`src/ddtks_pkg.sv`:
```
package ddtks_pkg;

	localparam int VAL_W = 48;
	localparam int Q16_W = 17;
	localparam int EXP_W = 6;
	localparam int SUM_W = 52;
	localparam logic [Q16_W-1:0] ONE_Q16 = 17'h10000;
	localparam logic [6:0] LEVEL_LIMIT_MAX = 7'd64;
	localparam logic [6:0] PERCENT_MAX = 7'd100;

	localparam logic [1:0] REG_LEVEL_LIMIT = 2'd0;
	localparam logic [1:0] REG_TOP_COUNT = 2'd1;
	localparam logic [1:0] REG_DECAY_PERCENT = 2'd2;

	typedef logic [Q16_W-1:0] decay_tab_t [0:127];

	// Decay factor in Q16 for every 7-bit percent code, rounded to nearest.
	function automatic decay_tab_t build_decay_tab();
		decay_tab_t t;
		int p;
		for (int i = 0; i < 128; i++) begin
			p = (i > 100) ? 100 : i;
			t[i] = Q16_W'((p * 65536 + 50) / 100);
		end
		return t;
	endfunction

	localparam decay_tab_t DECAY_TAB = build_decay_tab();

	typedef struct packed {
		logic             insert;
		logic             shift;
		logic             clear;
		logic [VAL_W-1:0] value;
	} ctrl_t;

	typedef struct packed {
		logic             valid;
		logic             ge;
		logic [VAL_W-1:0] value;
	} link_t;

endpackage

```
`src/ddtks_cell.sv`:
```
module ddtks_cell (
	input  logic             clk,
	input  logic             arst_n,
	input  ddtks_pkg::ctrl_t ctrl,
	input  ddtks_pkg::link_t prev_link,
	input  ddtks_pkg::link_t next_link,
	output ddtks_pkg::link_t link
);
	import ddtks_pkg::*;

	logic             valid_q;
	logic [VAL_W-1:0] value_q;
	logic             ge;

	assign ge = valid_q && (value_q >= ctrl.value);

	assign link.valid = valid_q;
	assign link.ge = ge;
	assign link.value = value_q;

	always_ff @(posedge clk or negedge arst_n) begin
		if (!arst_n) begin
			valid_q <= 1'b0;
		end else if (ctrl.clear) begin
			valid_q <= 1'b0;
		end else if (ctrl.shift) begin
			valid_q <= next_link.valid;
		end else if (ctrl.insert && !ge && prev_link.valid) begin
			valid_q <= 1'b1;
		end
	end

	// A cell whose value is below the new one takes the new value if its
	// left neighbor holds at least as much, and otherwise the neighbor's value.
	always_ff @(posedge clk) begin
		if (ctrl.shift) begin
			value_q <= next_link.value;
		end else if (ctrl.insert && !ge) begin
			value_q <= prev_link.ge ? ctrl.value : prev_link.value;
		end
	end

endmodule

```
`config.mk`:
```
export PLATFORM = sky130hd
export DESIGN_NAME = ddtks_cell
export DESIGN_NICKNAME = d
export VERILOG_FILES = /design/src/ddtks_pkg.sv /design/src/ddtks_cell.sv
export SDC_FILE = /design/constraint.sdc
export NUM_CORES = 1
export LEC_CHECK = 0
export BUFFER_PORTS_ARGS = -buffer_cell sky130_fd_sc_hd__buf_2
export CAP_MARGIN = 40
export CORE_ASPECT_RATIO = 1.2
export CORE_MARGIN = 10
export CORE_UTILIZATION = 49
export DETAILED_ROUTE_END_ITERATION = 10
export GPL_TIMING_DRIVEN = 0
export PLACE_DENSITY = 0.87
export SYNTH_ARGS = -nofsm -noshare
export SYNTH_HDL_FRONTEND = slang
export SYNTH_SLANG_ARGS = --single-unit
```
`constraint.sdc`:
```
create_clock -name clk -period 9.67 [get_ports clk]
set_input_delay 1.934 -clock clk [delete_from_list [all_inputs] [get_ports clk]]
set_output_delay 1.934 -clock clk [all_outputs]
set_load 0.01 [all_outputs]
```
# Word-level counts from Yosys, hierarchy flattened
# Cells that the tools add are included.
op_classes:
  n_bitwise: 0
  n_mul: 0
  n_lt_le_gt_ge: 1
  mux: 6
  n_addsub: 0
  n_reduce_logical: 6
  eq_ne: 0
  n_div: 0
  shift: 0
ops:
  columns: ["operator", "count"]
  rows:
  - ["$mux 48", 3]
  - ["$ge 48x48->1", 1]
  - ["$logic_and 1x1->1", 3]
  - ["$mux 1", 3]
  - ["$reduce_bool 3->1", 1]
  - ["$reduce_bool 2->1", 1]
  - ["$logic_not 1->1", 1]
totals:
  mem_bits_rw: 0
  regBits: 49
  memories: 0
  wordCells: 15
  romBits: 0
  latch_bits: 0

# Depth between registers and ports, before layout
# Gate-level depths: netlist (run 1).
depth:
  depth_word: 8
  ltp_mapped: 8

# Worst setup path before layout (run 1)
# No wires, ideal clock.
synth_timing:
  kind: "in2reg"
  from: "input port ctrl[0] (netlist name)"
  to: "register value_q[0] (enable)"
  path_stages: 6
  path_slack_ps: 2607
  n_path_buf: 0
  arrival_time_ps: 6538
  t_required_ps: 9144
  cell_sequence: "ha_1 -> nand2b_1 -> a2111oi_0 -> or4b_1 -> a31oi_1 -> o31ai_1"
synth_between:
  elab_chain_len: 5
synth_rtl:
  columns: ["item", "line", "source"]
  rows:
  - ["start: declaration", "ddtks_cell.sv:4", "input ddtks_pkg::ctrl_t ctrl,"]
  - ["$ge 48x48->1", "ddtks_cell.sv:15", "assign ge = valid_q && (value_q >= ctrl.value);"]
  - ["$logic_and 1x1->1", "ddtks_cell.sv:15", null]
  - ["$logic_not 1->1", "ddtks_cell.sv:38", "end else if (ctrl.insert && !ge) begin"]
  - ["$logic_and 1x1->1", "ddtks_cell.sv:38", null]
  - ["$reduce_bool 2->1 (no line)", null, null]
  - ["end signal: assignment", "ddtks_cell.sv:37", "value_q <= next_link.value;"]
  - ["end signal: assignment", "ddtks_cell.sv:39", "value_q <= prev_link.ge ? ctrl.value : prev_link.value;"]
  - ["end: declaration", "ddtks_cell.sv:12", "logic [VAL_W-1:0] value_q;"]
# No other way between the ends.
# A chain may end at the register's enable or synchronous reset.

# Worst setup path in the final report (run 1)
layout_timing:
  from: "input port ctrl[44] (netlist name)"
  to: "output port link[48] (netlist name)"
layout_between:
  elab_chain_len: 2
layout_rtl:
  columns: ["item", "line", "source"]
  rows:
  - ["$ge 48x48->1", "ddtks_cell.sv:15", null]
  - ["$logic_and 1x1->1", "ddtks_cell.sv:15", null]
  - ["end: declaration", "ddtks_cell.sv:7", "output ddtks_pkg::link_t link"]
# No other way between the ends.

==> results.toml, run 1 <==
[clock_network]
cts_hold_buf = 0
clkTransAtPathRegs_ns = 0.09
htree_levels = 2
cts_buffers = 5
cts.repair.resized = 0
cts_buffer_depth = 2
cts_tree = "built"
clock-root-buffer = "clkbuf_8"
clk_latency_ns = 0.30
post_cts_buffers = 0
clkSinkCount = 49

[die]
num_rows = 34
die_area_mm2 = 0.0115
start_util_pct = 50.6
coreArea_mm2 = 0.00732
die_x_um = 99.4
io_pins = 203
die_h_um = 115

[placed_design]
routabilityCongestion = 0.864
io_buffers = 199
dp_hpwl_um = 10500

[job]
drv_cap = 0

[logic_synthesis]
synth.distinct_cells = 34
synth_area_per_cell_um2 = 9.45
ys_seq_elements = 49
yosys_warnings = 0
seq_area_frac_synth_pct = 39.6
syn-num-nets = 593
syn_area_mm2 = 0.00370
synth_cells = 392

[route]
vias_per_cell = 5.36
first_pass_iters = 4
route.vias.total = 3706
drc = 0
drt_iter0_drc = 155
wire_per_inst_um = 18.0
wl_um = 12400
detail-route-antenna-nets = 0

[sta]
rsz0062_at_grt = "no"
finalSetupTns_ns = 0
skew_ns = 0.0107
whs_ns = 0.754
max_slew_margin_pct = 56.2
fmax_mhz = 164
finalCritPeriodShare_pct = 62.9
setup_violations = 0
min_period_ns = 6.08
hold_viol = 0
slew_violations = 0
worst_pin_slew_ns = 0.648

[finish]
layout_commonest_cell = "buf_2"
ff_latch_area_mm2 = 0.00147
syn_to_final_growth_pct = 34.2
drive_gt1_share_pct = 36.6
final_nets = 802
antennaDiodeCount = 0
multi_input_area_mm2 = 0.00198
fillers = 598
layout_common_cells = "204 x buf_2, 62 x nand2_1, 54 x o21ai_0"

[critical_path]
critPathKind = "primary input to output pin"
slowest_stage = "nor4_1"
crit_required_ns = 7.74
max_stage_delay_ns = 0.55
crit_fanout = 3
crit_path_end_kind = "output pin"
crit_chain = "buf_2 > inv_1 > ha_1 > nand4_1 > nor4_1 > nand4_1 > a31oi_1 > o31a_1 > buf_4 > buf_2"
crit_arrival_ns = 4.15
worstSetupStartpointType = "primary input"

[power]
power.total_uw = 620
combPwrFrac_pct = 31.5
powerDensity_mw_per_mm2 = 125
sw_frac_of_total_pct = 30.9
p_leak_nw = 2.67
seq_power_share_pct = 44.8
peakVddDrop_uv = 64.1
power_frac_clock_pct = 23.7
switchingPower_uw = 192
internal_power_uw = 428

[hold_path]
worstHoldPathType = "flip-flop to flip-flop"

[grt]
grt_pass1_wl_um = 18900
grt_start_max_net_pins = 18
grt_pass1_vias = 3910
antenna_found_initial = 0
gr-usage-all-layers_pct = 20.3
overflow = 0

[run_status]
outcome = "finished clean"
power by group through the flow:
stage / logic [mW] / registers (mW) / clock network (mW)
after floorplan: 0.0913 / 0.295 / 0
after global placement: 0.183 / 0.283 / 0
after detailed placement: 0.196 / 0.283 / 0
after CTS: 0.197 / 0.278 / 0.150
after global routing: 0.219 / 0.281 / 0.157
final: 0.195 / 0.278 / 0.147
registers in the layout (all words and copies together), names as in the netlist:
| signal | flops |
|---|---|
| value_q | 48 |
| valid_q | 1 |
critical path, delay by kind of cell:
family,cells,cell delay [ns]
simple gates,3,0.98
fa+ha+maj,1,0.28
compound gates,2,0.58
buf+inv,4,0.37
path summary, 6_finish.rpt:
check                            start  cells after the start          end  slack [ns]
setup / recovery              ctrl[44]                     10     link[48]        3.59
hold / removal                 valid_q                      4      valid_q        0.75
setup reg to reg           value_q[35]                      8  value_q[21]        6.72
hold reg to reg                valid_q                      4      valid_q        0.75
max in group asynchronous       arst_n                      1      valid_q        8.19
min in group asynchronous       arst_n                      1      valid_q        1.39
per-stage QoR:
step	std cells	setup WS, ns	utilization [%]	area, µm²
global placement	681	0.686	65.8	4810
floorplan	392	2.61	-	3700
detailed placement	684	3.55	66.5	4870
finish	691	3.59	68.0	4970
global route	691	3.32	68.0	4970
CTS	691	3.54	68.0	4970
cells in the mapped netlist, drive strengths merged:
library cell  instances  share of area (%)
nand2                62                6.3
o21ai                56                7.6
inv                  51                5.2
edfxtp               48                 39
ha                   48                 16
mux2i                48                 13
a21oi                23                3.1
clkbuf               12                1.2
nand4                 8                1.5
buf                   7                1.1
nor2                  4               0.41
a21o                  2               0.41
a221oi                2               0.47
and4                  2               0.47
nand2b                2               0.41
nand3                 2               0.27
nor3                  2               0.41
o31ai                 2               0.41
a2111oi               1               0.24
a211oi                1               0.20
a31oi                 1               0.17
dfrtp                 1               0.68
nor2b                 1               0.17
nor4                  1               0.17
o21a                  1               0.20
o22ai                 1               0.17
o311ai                1               0.24
o31a                  1               0.24
or4b                  1               0.27
kinds of logic after synthesis:
kind of cell / after synthesis / synth area share [%]
compound gates: 92 / 13.4
fa+ha+maj: 48 / 16.2
buf+inv: 70 / 7.46
flops: 49 / 39.6
mux: 48 / 13.0
simple gates: 85 / 10.4
cell type report:
cell class | count | area share (%)
Clock inverter | 2 | 0.705
Buffer | 19 | 1.71
Inverter | 51 | 3.85
Clock buffer | 5 | 1.38
Multi-Input combinational cell | 273 | 39.7
Timing Repair Buffer | 202 | 20.9
Tap cell | 90 | 2.26
Sequential cell | 49 | 29.5
per-layer routing:
metal  GRT usage [%]  share of wire, %  up-vias
li1                -                 -     1809
met5               0                 0        -
met2            37.9                53      165
met4            7.75               2.5        0
met1            20.8                37     1705
met3            6.06               8.1       27
Power figures use the tool's default switching activity.
==> inputs of run 2 (changes only) <==
Settings changed: CORE_UTILIZATION 49 to 46, PLACE_DENSITY 0.87 to 0.82.
Clock period 9.67 ns to 5.81 ns, I/O delays scaled along.
==> run 2 against run 1 <==
Compared with the run above: final cell count increased by 0.29%; via count decreased by 1.4%; design area decreased by 0.63%; sequential cell count unchanged; count of clock-buffer cells in the layout unchanged; wire length decreased by 3.4%; global-route usage decreased by 1.3 points; core utilization decreased by 4.2 points; sequential share of layout area increased by 0.19 points; hold slack got worse by 0.13 ns; highest routed layer unchanged.
==> results.toml, run 2 (synthesis gave the netlist of run 1 again) <==
[critical_path]
rr_worst_depth = 8
max_stage_delay_ns = 0.51
r2r_start = "value_q[0]"
crit_fanout = 3
crit_required_ns = 4.65
crit_arrival_ns = 3.29
worstSetupStartpointType = "primary input"
critPathKind = "primary input to output pin"
r2r_setup_slack_ns = 2.80
slowest_stage = "nor4_1"
crit_path_end_kind = "output pin"
r2r-end = "value_q[33]"
crit_chain = "buf_2 > inv_1 > ha_1 > nand4_1 > nor4_1 > nand4_1 > a31oi_1 > o31a_1 > buf_4 > buf_2"

[sta]
skew_ns = 0.00942
fmax_mhz = 225
finalCritPeriodShare_pct = 76.6
max_slew_margin_pct = 42.0
min_period_ns = 4.45
rsz0062_at_grt = "no"
setup_violations = 0
whs_ns = 0.622
hold_viol = 0
slew_violations = 0
worst_pin_slew_ns = 0.870
setup_ws_ns = 1.36

[run_status]
outcome = "finished clean"

[grt]
grt_start_max_net_pins = 18
grt_pass1_wl_um = 18800
gr-usage-all-layers_pct = 19.1
overflow = 0
grt_pass1_vias = 3962
antenna_found_initial = 0

[clock_network]
post_cts_buffers = 0
htree_levels = 2
cts.repair.resized = 0
cts_hold_buf = 0
cts_buffers = 5
clock-root-buffer = "clkbuf_8"
clk_latency_ns = 0.30
cts_tree = "built"
clkSinkCount = 49
cts_buffer_depth = 2
clkTransAtPathRegs_ns = 0.09

[hold_path]
worstHoldPathType = "primary input to async pin"

[finish]
postLayoutCellArea_mm2 = 0.00494
final_nets = 801
layout_common_cells = "204 x buf_2, 62 x nand2_1, 54 x o21ai_0"
largestRegisters = "value_q (48), valid_q (1)"
stdcell_count = 693
top_register = "value_q"
layout_commonest_cell = "buf_2"
fillers = 686
largest_reg_flops = 48
drive_gt1_share_pct = 36.3
syn_to_final_growth_pct = 33.4
antennaDiodeCount = 0

[job]
drv_cap = 0

[placed_design]
routabilityCongestion = 0.845
io_buffers = 199
dp_hpwl_um = 10400
dp_slack_ns = 1.30
place_area_mm2 = 0.00486
dp.cells = 685

[route]
route.vias.total = 3653
drc = 0
wire_per_inst_um = 17.3
detail-route-antenna-nets = 0
first_pass_iters = 4
wl_um = 12000
drt_iter0_drc = 113
vias_per_cell = 5.27

[die]
die_area_mm2 = 0.0121
start_util_pct = 47.8
die_x_um = 102
io_pins = 203
coreArea_mm2 = 0.00775
die_h_um = 118
num_rows = 35

[power]
p_leak_nw = 2.65
peakVddDrop_uv = 125
powerDensity_mw_per_mm2 = 198
-- run 2: final cells by class --
type                    instances  area [µm²]  area share (%)
flip-flops and latches         49        1470            29.7
clock buffers                   5        68.8            1.39
inverters                      51         191            3.87
multi-input cells             273        1980            40.0
clock inverters                 3        12.5           0.253
well taps                      92         115            2.33
plain buffers                  19        85.1            1.72
repair buffers                201        1030            20.8
-- run 2: stage by stage --
step	utilization (%)	total power, mW	setup TNS, ns
3_3_place_gp	62.2	0.775	-16.08
6_report	63.7	0.979	0
5_1_grt	63.7	1.05	0
2_1_floorplan	-	0.642	0
4_1_cts	63.7	0.988	0
3_5_place_dp	62.7	0.794	0
-- run 2: how the worst max path moves through the flow --
stage	from	end	slack [ns]
floorplan	ctrl[0]	value_q[0]	1.01
global placement	ctrl[0]	value_q[21]	-0.34
detailed placement	ctrl[45]	link[48]	1.30
CTS	ctrl[45]	link[48]	1.30
global route	ctrl[45]	link[48]	1.13
finish	ctrl[45]	link[48]	1.36
-- run 2: critical path, delay by kind of cell --
family / cells / cell delay (ns)
AOI/OAI and AO/OA: 2 / 0.57
adders and majority gates: 1 / 0.30
buffers and inverters: 4 / 0.35
and+or+nand+nor: 3 / 0.91
-- run 2: routing by layer --
metal	global-route usage, %	wire, µm	vias to the layer above
met5	0	0	-
met4	6.80	339	0
met3	5.59	1120	22
met2	35.6	6190	146
met1	19.2	4340	1670
li1	-	-	1815
-- run 2: report_power, final --
group / internal (mW) / switching [mW] / leakage [nW]
Sequential: 0.440 / 0.0218 / 0.516
Clock: 0.0815 / 0.115 / 0.0430
Combinational: 0.146 / 0.175 / 2.09
