--- src/ddtks_pkg.sv ---
package ddtks_pkg;

	localparam int VAL_W = 48;
	localparam int Q16_W = 17;
	localparam int EXP_W = 6;
	localparam int SUM_W = 52;
	localparam logic [Q16_W-1:0] ONE_Q16 = 17'h10000;
	localparam logic [6:0] LEVEL_LIMIT_MAX = 7'd64;
	localparam logic [6:0] PERCENT_MAX = 7'd100;

	localparam logic [1:0] REG_LEVEL_LIMIT = 2'd0;
	localparam logic [1:0] REG_TOP_COUNT = 2'd1;
	localparam logic [1:0] REG_DECAY_PERCENT = 2'd2;

	typedef logic [Q16_W-1:0] decay_tab_t [0:127];

	// Decay factor in Q16 for every 7-bit percent code, rounded to nearest.
	function automatic decay_tab_t build_decay_tab();
		decay_tab_t t;
		int p;
		for (int i = 0; i < 128; i++) begin
			p = (i > 100) ? 100 : i;
			t[i] = Q16_W'((p * 65536 + 50) / 100);
		end
		return t;
	endfunction

	localparam decay_tab_t DECAY_TAB = build_decay_tab();

	typedef struct packed {
		logic             insert;
		logic             shift;
		logic             clear;
		logic [VAL_W-1:0] value;
	} ctrl_t;

	typedef struct packed {
		logic             valid;
		logic             ge;
		logic [VAL_W-1:0] value;
	} link_t;

endpackage

--- src/ddtks_pow.sv ---
module ddtks_pow (
	input  logic                          clk,
	input  logic                          arst_n,
	input  logic                          load,
	input  logic [ddtks_pkg::Q16_W-1:0]   base,
	input  logic [ddtks_pkg::EXP_W-1:0]   expo,
	output logic [ddtks_pkg::Q16_W-1:0]   weight,
	output logic                          done
);
	import ddtks_pkg::*;

	logic [EXP_W-1:0]     exp_q;
	logic [Q16_W-1:0]     acc_q;
	logic [Q16_W-1:0]     base_q;
	logic [2*Q16_W-1:0]   acc_prod;
	logic [2*Q16_W-1:0]   base_prod;

	assign acc_prod = acc_q * base_q;
	assign base_prod = base_q * base_q;
	assign weight = acc_q;
	assign done = (exp_q == '0);

	always_ff @(posedge clk or negedge arst_n) begin
		if (!arst_n) begin
			exp_q <= '0;
		end else if (load) begin
			exp_q <= expo;
		end else if (!done) begin
			exp_q <= exp_q >> 1;
		end
	end

	always_ff @(posedge clk) begin
		if (load) begin
			acc_q <= ONE_Q16;
			base_q <= base;
		end else if (!done) begin
			if (exp_q[0]) begin
				acc_q <= acc_prod[16 +: Q16_W];
			end
			base_q <= base_prod[16 +: Q16_W];
		end
	end

endmodule

--- config.mk ---
export PLATFORM = sky130hd
export DESIGN_NAME = ddtks_pow
export DESIGN_NICKNAME = d
export VERILOG_FILES = /design/src/ddtks_pkg.sv /design/src/ddtks_pow.sv
export SDC_FILE = /design/constraint.sdc
export NUM_CORES = 1
export LEC_CHECK = 0
export BUFFER_PORTS_ARGS = -buffer_cell sky130_fd_sc_hd__buf_2
export CORE_MARGIN = 2
export CORE_UTILIZATION = 50
export CTS_CLUSTER_SIZE = 16
export DETAILED_ROUTE_END_ITERATION = 10
export PLACE_DENSITY = 0.63
export SLEW_MARGIN = 0
export SYNTH_ARGS = -nofsm -noshare
export SYNTH_HDL_FRONTEND = slang
export SYNTH_SLANG_ARGS = --single-unit
--- constraint.sdc ---
create_clock -name clk -period 12.1 [get_ports clk]
set_input_delay 2.42 -clock clk [delete_from_list [all_inputs] [get_ports clk]]
set_output_delay 2.42 -clock clk [all_outputs]
set_load 0.05 [all_outputs]
# Yosys cells after proc, flatten, opt, wreduce, memory -nomap -nowiden
# Cells that the tools add are included.
# W data, S select, Z words.
# totals
elab_cells,13
inputBits,26
ff_bits,40
output_inout_bits,18
# op_classes
mux,4
bitwise_logic,1
eq_ne,1
multipliers,2
n_reduce_logical,2
# op_table
operator,n
$mul A17 B17 Y33,2
$mux W17,2
$mux W6,2
$logic_not A6 Y1,1
$ne A2 B2 Y1 const B,1
$reduce_and A2 Y1,1
$not A1 Y1,1

# Longest topological paths before layout
# Gate-level depths: netlist (run 1).
# logic_depth
ltp_word,3
ltp_mapped,23
depth_no_buf,21

# Worst setup path after synthesis (run 1)
# OpenSTA, ideal clock, no wires.
# synth_timing
kind,register to register
start,"register acc_q[10], in the netlist weight[10]"
end,"register acc_q[12], in the netlist weight[12]"
setup_slack_ns,5.713
required_time_ns,11.985
setup_time_ns,0.115
stages_incl_launch_ff,21
n_path_buf,2
synth_period_minus_slack_ns,6.387
arrival_time_ns,6.273
path_cell_list,dfxtp_1 clkbuf_1 clkbuf_1 nand2_1 fa_1 fa_1 fa_1 fa_1 inv_1 fa_1 inv_1 fa_1 inv_1 ha_1 and3_1 a221o_1 o21ai_0 a21oi_1 o21ai_0 nor3_1 a2111oi_0
# synth_between
elab_chain_len,1
# synth_lines
item,line_no,rtl
from (decl),ddtks_pow.sv:13,logic [Q16_W-1:0] acc_q;
from (signal assigned),ddtks_pow.sv:39,acc_q <= acc_prod[16 +: Q16_W];
$mul A17 B17 Y33,ddtks_pow.sv:18,assign acc_prod = acc_q * base_q;
# No other way between the ends.
# A chain may end at the register's enable or synchronous reset.

# Worst setup path in the final report (run 1)
# layout_timing
start,register base_q[2]
end,"register acc_q[12], in the netlist weight[12]"
# layout_between
elab_chain_len,1
# layout_lines
item,line_no,rtl
from (decl),ddtks_pow.sv:14,logic [Q16_W-1:0] base_q;
from (signal assigned),ddtks_pow.sv:36,base_q <= base;
from (signal assigned),ddtks_pow.sv:41,base_q <= base_prod[16 +: Q16_W];
$mul A17 B17 Y33,ddtks_pow.sv:18,
# No other way between the ends.

==> out/results.tsv, run 1 <==
metric	value	unit
met1_length	18500	um
ys_ff_latch	40	
drive_gt1_share	4.28	%
synth_cell_types	63	
seqCellArea	1000	um^2
syn_area	18900	um^2
finalClockSkew	18.5	ps
num_vias	14200	
cts_tree	built	
postCtsSetupRepairBufs	0	
slew_headroom	33.4	%
hold_viol_final	0	
fin_area	19800	um^2
clockBufferDepth	2	
hold_path_class	flip-flop to flip-flop	
syn_to_final_growth	4.46	%
start_util	50.5	%
yosysWarnings	0	
setup-violations-final	0	
synth_edf_count	17	
cts-root-buf	clkbuf_16	
ctsResizeCount	0	
clkSinkCount	40	
cp.arrival	7130	ps
dr.pass1.iters	5	
endpoint	weight[12]	
multi_input_area	15400	um^2
path_clk_slew	70	ps
tns	0	ps
route.met3.wl	1900	um
r2r_setup_slack	5160	ps
reg2reg_depth	19	
drtIter0Drc	676	
period_share	57.4	%
routabilityCongestion	0.870	
dpl_cell_area	19600	um^2
port_buffers	43	
crit_fanout	27	
synth_nets	2812	
cts_inserted_buffers	5	
die_w	199	um
overflow	0	
worst_pin_slew	996	ps
end_kind	flip-flop	
async_flop_share	15.0	%
dpl.hpwl	34400	um
ios	44	
grt_first_pass_wirelength	76300	um
core-area	37500	um^2
drtAntennaViolNets	0	
maxCapViolCount	0	
crit_path_start	base_q[2]	
r2r-start	base_q[2]	
crit_type	flip-flop to flip-flop	
fillers	3615	
track_usage	24.6	%
viasPerCell	5.32	
cts-htree-levels	2	
outcome	complete, no violations	
synth-main-ff-cell	edfxtp_1	
r2r-end	weight[12]	
hold_buffers	0	
antenna_found_initial	0	
rows	71	
grt_max_degree	62	
dieArea	39400	um^2
grt_pass1_vias	15400	
fin_nets	2792	
routedWlPerCell	16.7	um
seq_area_frac_synth	5.29	%
rsz0062_at_grt	no	
startpoint_type	flip-flop	
fin_crit	6940	ps
wirelength	44400	um
drc	0	
cp.required	12290	ps
slew_viol_final	0	
synth.avg_cell_area	8.72	um^2
num_antenna_cells	0	
insertion_delay	320	ps
postSynthCellCount	2171	
top_layer	met4	
wl_met2	22800	um
fmax	144	MHz
die_y	199	um
-- cell families (layout without fill, tap and decap cells) --
logic type	after synthesis	in the layout	synth area share [%]
AND/OR/NAND/NOR	613	613	15.7
XOR/XNOR	29	29	1.34
AO/OA/AOI/OAI	187	187	6.76
multiplexers	9	9	0.516
flip-flops	40	40	5.29
adder cells (fa/ha/maj)	615	615	56.9
buffers and inverters	678	659	13.5
-- worst max-delay path, cell delays in order, from the launching register on --
cell       delay (ps)
edfxtp_1          520
buf_4             410
nand2_1           140
fa_1              520
fa_1              590
fa_1              450
fa_1              550
inv_1              50
fa_1              470
inv_1              50
fa_1              490
inv_1              50
ha_1              320
and3_1            230
a221o_1           400
o21ai_0           530
a21oi_1           200
o21ai_0           340
nor3_1            100
a2111oi_0         390
-- Yosys cell counts (all sizes together) (4+ instances only) --
| master | n | area share (%) |
|---|---|---|
| inv | 577 | 11 |
| nor3 | 17 | 0.45 |
| ha | 206 | 14 |
| a21o | 19 | 0.75 |
| a21oi | 44 | 1.2 |
| and3 | 7 | 0.23 |
| nand4 | 10 | 0.33 |
| xor2 | 9 | 0.42 |
| and2 | 170 | 5.6 |
| clkbuf | 99 | 2.0 |
| o311ai | 4 | 0.19 |
| dfxtp | 17 | 1.8 |
| edfxtp | 17 | 2.7 |
| o21ai | 33 | 0.87 |
| dfrtp | 6 | 0.79 |
| mux2 | 6 | 0.36 |
| or4 | 4 | 0.16 |
| o22ai | 5 | 0.17 |
| o31ai | 8 | 0.34 |
| o21bai | 7 | 0.28 |
| nor4 | 4 | 0.13 |
| nand2b | 5 | 0.17 |
| o211ai | 4 | 0.16 |
| or3 | 7 | 0.23 |
| nand3 | 20 | 0.53 |
| fa | 409 | 43 |
| o221ai | 7 | 0.32 |
| a221oi | 4 | 0.19 |
| o21a | 5 | 0.20 |
| a211oi | 11 | 0.44 |
| nand2 | 300 | 6.0 |
| nor2b | 5 | 0.17 |
| xnor2 | 20 | 0.93 |
| and4 | 4 | 0.19 |
| nor3b | 9 | 0.36 |
| a31oi | 6 | 0.20 |
| nor2 | 41 | 0.81 |
-- area by class of cell --
class | instances | share of cell area, %
well taps | 511 | 3.23
flip-flops and latches | 40 | 5.06
multi-input cells | 1453 | 77.8
repair buffers | 73 | 2.23
clock buffers | 6 | 0.652
inverters | 578 | 11.0
clock inverters | 2 | 0.0570
-- worst min-delay path by stage --
stage / startpoint / to / slack [ps] / cells after the start
floorplan: exp_q[3] / exp_q[2] / 470 / 1
global placement: exp_q[1] / exp_q[0] / 490 / 1
detailed placement: exp_q[3] / exp_q[2] / 500 / 1
CTS: exp_q[1] / exp_q[0] / 520 / 1
global route: exp_q[1] / exp_q[0] / 530 / 1
finish: exp_q[1] / exp_q[0] / 520 / 1
-- routing by layer --
metal	global-route usage, %	vias up
met2	44.4	318
met1	31.6	7300
li1	-	6476
met4	7.30	0
met3	2.27	72
met5	0	-
-- placed cells by master, fill, tap and decap left out, types with 5 or more instances in the layout --
| cell | instances |
|---|---|
| inv_1 | 577 |
| fa_1 | 409 |
| nand2_1 | 300 |
| ha_1 | 206 |
| and2_1 | 170 |
| a21oi_1 | 43 |
| buf_2 | 43 |
| nor2_1 | 41 |
| o21ai_0 | 33 |
| buf_4 | 30 |
| xnor2_1 | 20 |
| nand3_1 | 20 |
| a21o_1 | 19 |
| nor3_1 | 17 |
| edfxtp_1 | 17 |
| dfxtp_1 | 17 |
| a211oi_1 | 11 |
| nand4_1 | 10 |
| xor2_1 | 9 |
| nor3b_1 | 9 |
| and3_1 | 7 |
| o21bai_1 | 7 |
| or3_1 | 7 |
| o31ai_1 | 7 |
| o221ai_1 | 7 |
| mux2_2 | 6 |
| a31oi_1 | 6 |
| dfrtp_1 | 6 |
| nor2b_1 | 5 |
| o21a_1 | 5 |
| nand2b_1 | 5 |
| o22ai_1 | 5 |
| clkbuf_16 | 5 |
-- through the flow --
step | std cells | util (%) | setup WS [ps] | hold slack, ps
6_report | 2663 | 52.7 | 5160 | 516
5_1_grt | 2663 | 52.7 | 4770 | 531
4_1_cts | 2663 | 52.7 | 5280 | 517
3_5_place_dp | 2655 | 52.3 | 5310 | 498
3_3_place_gp | 2655 | 52.3 | 5450 | 486
2_1_floorplan | 2171 | - | 5710 | 472
-- flip-flops by register name, summed over array words and instances (netlist names) --
register / cells
weight: 17
base_q: 17
exp_q: 6
Power of run 1 is left out: the tool's default activity adds up to more than one toggle a clock period on the data nets, which glitch-free logic cannot reach.
==> run 2, diff against run 1 <==
--- a/config.mk
+++ b/config.mk
@@ -5,12 +5,13 @@
 export SDC_FILE = /design/constraint.sdc
 export NUM_CORES = 1
 export LEC_CHECK = 0
+export ABC_AREA = 1
 export BUFFER_PORTS_ARGS = -buffer_cell sky130_fd_sc_hd__buf_2
 export CORE_MARGIN = 2
 export CORE_UTILIZATION = 50
 export CTS_CLUSTER_SIZE = 16
 export DETAILED_ROUTE_END_ITERATION = 10
-export PLACE_DENSITY = 0.63
+export PLACE_DENSITY = 0.65
 export SLEW_MARGIN = 0
 export SYNTH_ARGS = -nofsm -noshare
 export SYNTH_HDL_FRONTEND = slang
==> constraint.sdc (replaced) <==
create_clock -name clk -period 6.25 [get_ports clk]
set_input_delay 1.25 -clock clk [delete_from_list [all_inputs] [get_ports clk]]
set_output_delay 1.25 -clock clk [all_outputs]
set_load 0.05 [all_outputs]
==> out/results.tsv, run 2 <==
metric	value	unit
num_antenna_cells	0	
rows	73	
die_y	204	um
cts-root-buf	clkbuf_16	
slew_headroom	14.4	%
hp-start	exp_q[3]	
drtAntennaViolNets	0	
path_delay_family	adder cells	
setup-violations-final	0	
antenna_found_initial	0	
hold_viol_final	0	
cts_inserted_buffers	5	
synth_edf_count	17	
outcome	complete, no violations	
fmax	167	MHz
async_flop_share	15.0	%
port_buffers	43	
crit_path_start	base_q[13]	
core-area	39600	um^2
track_usage	26.4	%
cts-htree-levels	2	
ys_ff_latch	40	
start_util	50.5	%
num_vias	16200	
synth-main-ff-cell	edfxtp_1	
postSynthCellCount	2706	
dpl_worst_slack	171	ps
worst_pin_slew	1280	ps
crit_fanout	17	
crit_chain	buf_12 > nand2_1 > inv_1 > fa_1 > inv_1 > fa_1 > inv_1 > fa_1 > fa_1 > fa_1 > inv_1 > fa_1 > inv_1 > ha_1 > inv_1 > o21ai_0 > a21boi_0 > o21a_1 > nand3_1 > or2_2 > nand3_1 > nand2_1	
ys_top_cells_by_count	inv_1 (849), nand2_1 (687), fa_1 (409)	
synth_top_area_share	40.9	%
hold_path_class	flip-flop to flip-flop	
synth_cell_types	35	
dr.pass1.iters	5	
end_kind	flip-flop	
finalClockSkew	3.46	ps
syn_to_final_growth	6.18	%
synth_nets	3347	
dpl.hpwl	42900	um
setup_ws	273	ps
synth_largest_area_cell	fa_1	
drtIter0Drc	1078	
routabilityCongestion	0.948	
syn_area	20000	um^2
clkSinkCount	40	
drc	0	
fin_crit	5980	ps
post-synth-top-count-cell	inv_1	
yosysWarnings	0	
final_cell_mix	inv_1 (849), nand2_1 (686), fa_1 (409), ha_1 (206), nor2_1 (124)	
final_common_cell	inv_1	
path_clk_slew	70	ps
wirelength	51800	um
overflow	0	
viasPerCell	5.01	
drive_gt1_share	4.91	%
clockBufferDepth	2	
cp_slowest_cell	edfxtp_1	
dieArea	41700	um^2
yosys-top-cells-area	fa_1 (41%), inv_1 (16%), nand2_1 (13%)	
cp.required	6310	ps
ios	44	
routedWlPerCell	16.0	um
holdWs	479	ps
r2r-start	base_q[13]	
cp.arrival	6040	ps
crit_path_max_incr_delay	580	ps
maxCapViolCount	0	
grt_pass1_vias	16900	
die_w	204	um
synth.avg_cell_area	7.40	um^2
crit_type	flip-flop to flip-flop	
startpoint_type	flip-flop	
period_share	95.6	%
hold_buffers	0	
insertion_delay	300	ps
fin_nets	3348	
grt_max_degree	43	
slew_viol_final	0	
critPathBufInv	7	
grt_first_pass_wirelength	86700	um
cts_tree	built	
seq_area_frac_synth	5.00	%
==> run 2: changes by cell type in the layout (fill, tap and decap cells not counted), sizes merged, moves of 10 or more <==
cell    change
a21oi      +19
o21ai      +13
nand3      +59
inv       +271
a21o       -10
a211oi     -11
buf        +34
nand2     +387
and2      -170
nor2       +86
==> run 2: routing by layer <==
| metal | GRT usage [%] | up-vias | part of all wire, % |
|---|---|---|---|
| li1 | - | 7673 | - |
| met1 | 38.1 | 8000 | 46 |
| met2 | 43.5 | 448 | 47 |
| met3 | 1.63 | 68 | 4.9 |
| met4 | 6.47 | 0 | 2.2 |
| met5 | 0 | - | 0 |
==> run 2: area by class of cell <==
type,count,area [um^2]
Sequential cell,40,1010
Timing Repair Buffer,107,850
Fill cell,3857,18400
Multi-Input combinational cell,1704,15400
Tap cell,525,657
Clock inverter,1,5.00
Inverter,849,3190
Clock buffer,7,133
==> run 2: through the flow <==
stage / cell area, um^2 / setup TNS, ps / utilization, % / instances
3_3_place_gp: 21000 / 0 / 53.0 / 3215
3_5_place_dp: 21000 / 0 / 53.0 / 3215
6_report: 21300 / 0 / 53.6 / 3233
4_1_cts: 21100 / 0 / 53.3 / 3223
5_1_grt: 21300 / -7.09 / 53.6 / 3233
2_1_floorplan: 20000 / 0 / - / 2706
==> run 2: logic make-up after synthesis <==
| logic type | share of synthesized area, % |
|---|---|
| AO/OA/AOI/OAI | 4.18 |
| adder cells (fa/ha/maj) | 53.8 |
| flip-flops | 5.00 |
| buffers and inverters | 18.1 |
| XOR/XNOR | 0.875 |
| AND/OR/NAND/NOR | 18.1 |
==> run 2: timing repair <==
action / in CTS / in global routing
buffers inserted: 0 / 10
endpoints found under the hold margin: 0 / 0
endpoints found under the setup margin: 0 / 23
gates resized for setup: 0 / 15
==> run 2: path summary, 6_finish.rpt <==
kind | to | slack [ps] | depth (start not counted)
setup reg to reg | base_q[9] | 270 | 22
hold reg to reg | exp_q[2] | 480 | 2
max in group asynchronous | exp_q[3] | 5350 | 1
min in group asynchronous | exp_q[1] | 760 | 1
hold / removal | exp_q[2] | 480 | 2
setup / recovery | base_q[9] | 270 | 22
==> run 2: tightest hold or removal path: cells and delay by family, from the launching register on <==
kind	cells	cell delay [ps]
AND/OR/NAND/NOR	2	110
flip-flops	1	350
Power of run 2 is left out for the same reason.
==> run 3, diff against run 2 <==
--- a/config.mk
+++ b/config.mk
@@ -12,6 +12,7 @@
 export CTS_CLUSTER_SIZE = 16
 export DETAILED_ROUTE_END_ITERATION = 10
 export PLACE_DENSITY = 0.65
+export RECOVER_POWER = 100
 export SLEW_MARGIN = 0
 export SYNTH_ARGS = -nofsm -noshare
 export SYNTH_HDL_FRONTEND = slang
==> out/results.tsv, run 3 (synthesis results as in run 2) <==
metric	value	unit
outcome	complete, but fails checks	
violations	max-capacitance violations, max-slew violations	
period_share	95.7	%
grt_first_pass_wirelength	86700	um
crit_fanout	17	
fmax	167	MHz
antenna_found_initial	0	
dieArea	41700	um^2
ios	44	
die_y	204	um
fin_crit	5980	ps
fin_nets	3348	
use_met3	1.63	%
hold_path_class	flip-flop to flip-flop	
syn_to_final_growth	6.09	%
cts-root-buf	clkbuf_16	
grt.busiest_layer	met2	
finalClockSkew	3.47	ps
start_util	50.5	%
startpoint_type	flip-flop	
crit_path_max_incr_delay	580	ps
cts_tree	built	
port_buffers	43	
cp.arrival	6040	ps
clkSinkCount	40	
hold_viol_final	0	
hold_buffers	0	
cts_inserted_buffers	5	
drtAntennaViolNets	0	
slew_headroom	-36.2	%
routabilityCongestion	0.948	
end_kind	flip-flop	
dr.pass1.iters	6	
grtUsageMet1	38.1	%
slew_viol_final	43	
rows	73	
num_antenna_cells	0	
grt_pass1_vias	16900	
clockBufferDepth	2	
core-area	39600	um^2
fin_util	53.6	%
die_w	204	um
grt_max_degree	43	
crit_type	flip-flop to flip-flop	
critPathBufInv	7	
cts-htree-levels	2	
wirelength	51800	um
path_delay_family	adder cells	
routedWlPerCell	16.0	um
maxCapViolCount	1	
path_clk_slew	70	ps
final_cell_mix	inv_1 (849), nand2_1 (686), fa_1 (409), ha_1 (206), nor2_1 (124)	
viasPerCell	5.01	
cp_slowest_cell	edfxtp_1	
drtIter0Drc	1046	
num_vias	16200	
crit_chain	buf_12 > nand2_1 > inv_1 > fa_1 > inv_1 > fa_1 > inv_1 > fa_1 > fa_1 > fa_1 > inv_1 > fa_1 > inv_1 > ha_1 > inv_1 > o21ai_0 > a21boi_0 > o21a_1 > nand3_1 > or2_2 > nand3_1 > nand2_1	
drive_gt1_share	4.47	%
track_usage	26.4	%
insertion_delay	300	ps
drc	0	
overflow	0	
cp.required	6310	ps
final_common_cell	inv_1	
setup-violations-final	0	
dpl.hpwl	42900	um
worst_pin_slew	2040	ps
met2_usage	43.5	%
## run 3: final cells by class
class / instances / area (um^2)
Fill cell: 3859 / 18400
Multi-Input combinational cell: 1704 / 15400
Inverter: 849 / 3190
Sequential cell: 40 / 1010
Timing Repair Buffer: 107 / 832
Tap cell: 525 / 657
Clock buffer: 7 / 133
Clock inverter: 1 / 5.00
## run 3: worst paths after layout
kind | startpoint | endpoint | slack [ps] | depth (start not counted)
hold / removal | exp_q[3] | exp_q[2] | 480 | 2
setup / recovery | base_q[13] | base_q[9] | 270 | 22
setup reg to reg | base_q[13] | base_q[9] | 270 | 22
max in group asynchronous | arst_n | exp_q[3] | 5190 | 1
hold reg to reg | exp_q[3] | exp_q[2] | 480 | 2
min in group asynchronous | arst_n | exp_q[1] | 820 | 1
## run 3: stage by stage
stage / instances / hold slack, ps / setup slack (ps) / setup TNS (ps) / cell area (um^2)
6_report: 3233 / 479 / 269 / 0 / 21200
5_1_grt: 3233 / 517 / -6.94 / -6.94 / 21200
4_1_cts: 3223 / 484 / 155 / 0 / 21100
3_5_place_dp: 3215 / 466 / 171 / 0 / 21000
3_3_place_gp: 3215 / 454 / 180 / 0 / 21000
2_1_floorplan: 2706 / 443 / 460 / 0 / 20000
## run 3: what timing repair did
item / CTS / global route
resized for setup: 0 / 15
endpoints found under the setup margin: 0 / 23
buffers inserted: 0 / 10
## run 3: worst register-to-register path, stage by stage, from the launching register on
cell and delay, ps:
edfxtp_1 580, buf_12 250, nand2_1 110, inv_1 60, fa_1 520, inv_1 50, fa_1 500, inv_1 60
fa_1 480, fa_1 460, fa_1 510, inv_1 50, fa_1 340, inv_1 60, ha_1 310, inv_1 140
o21ai_0 140, a21boi_0 420, o21a_1 200, nand3_1 90, or2_2 280, nand3_1 70, nand2_1 60
## run 3: metal layers
layer,vias up,share of wire [%]
li1,7673,-
met1,8008,46
met2,462,47
met3,68,4.8
met4,0,2.1
met5,-,0
Power of run 3 is left out for the same reason.
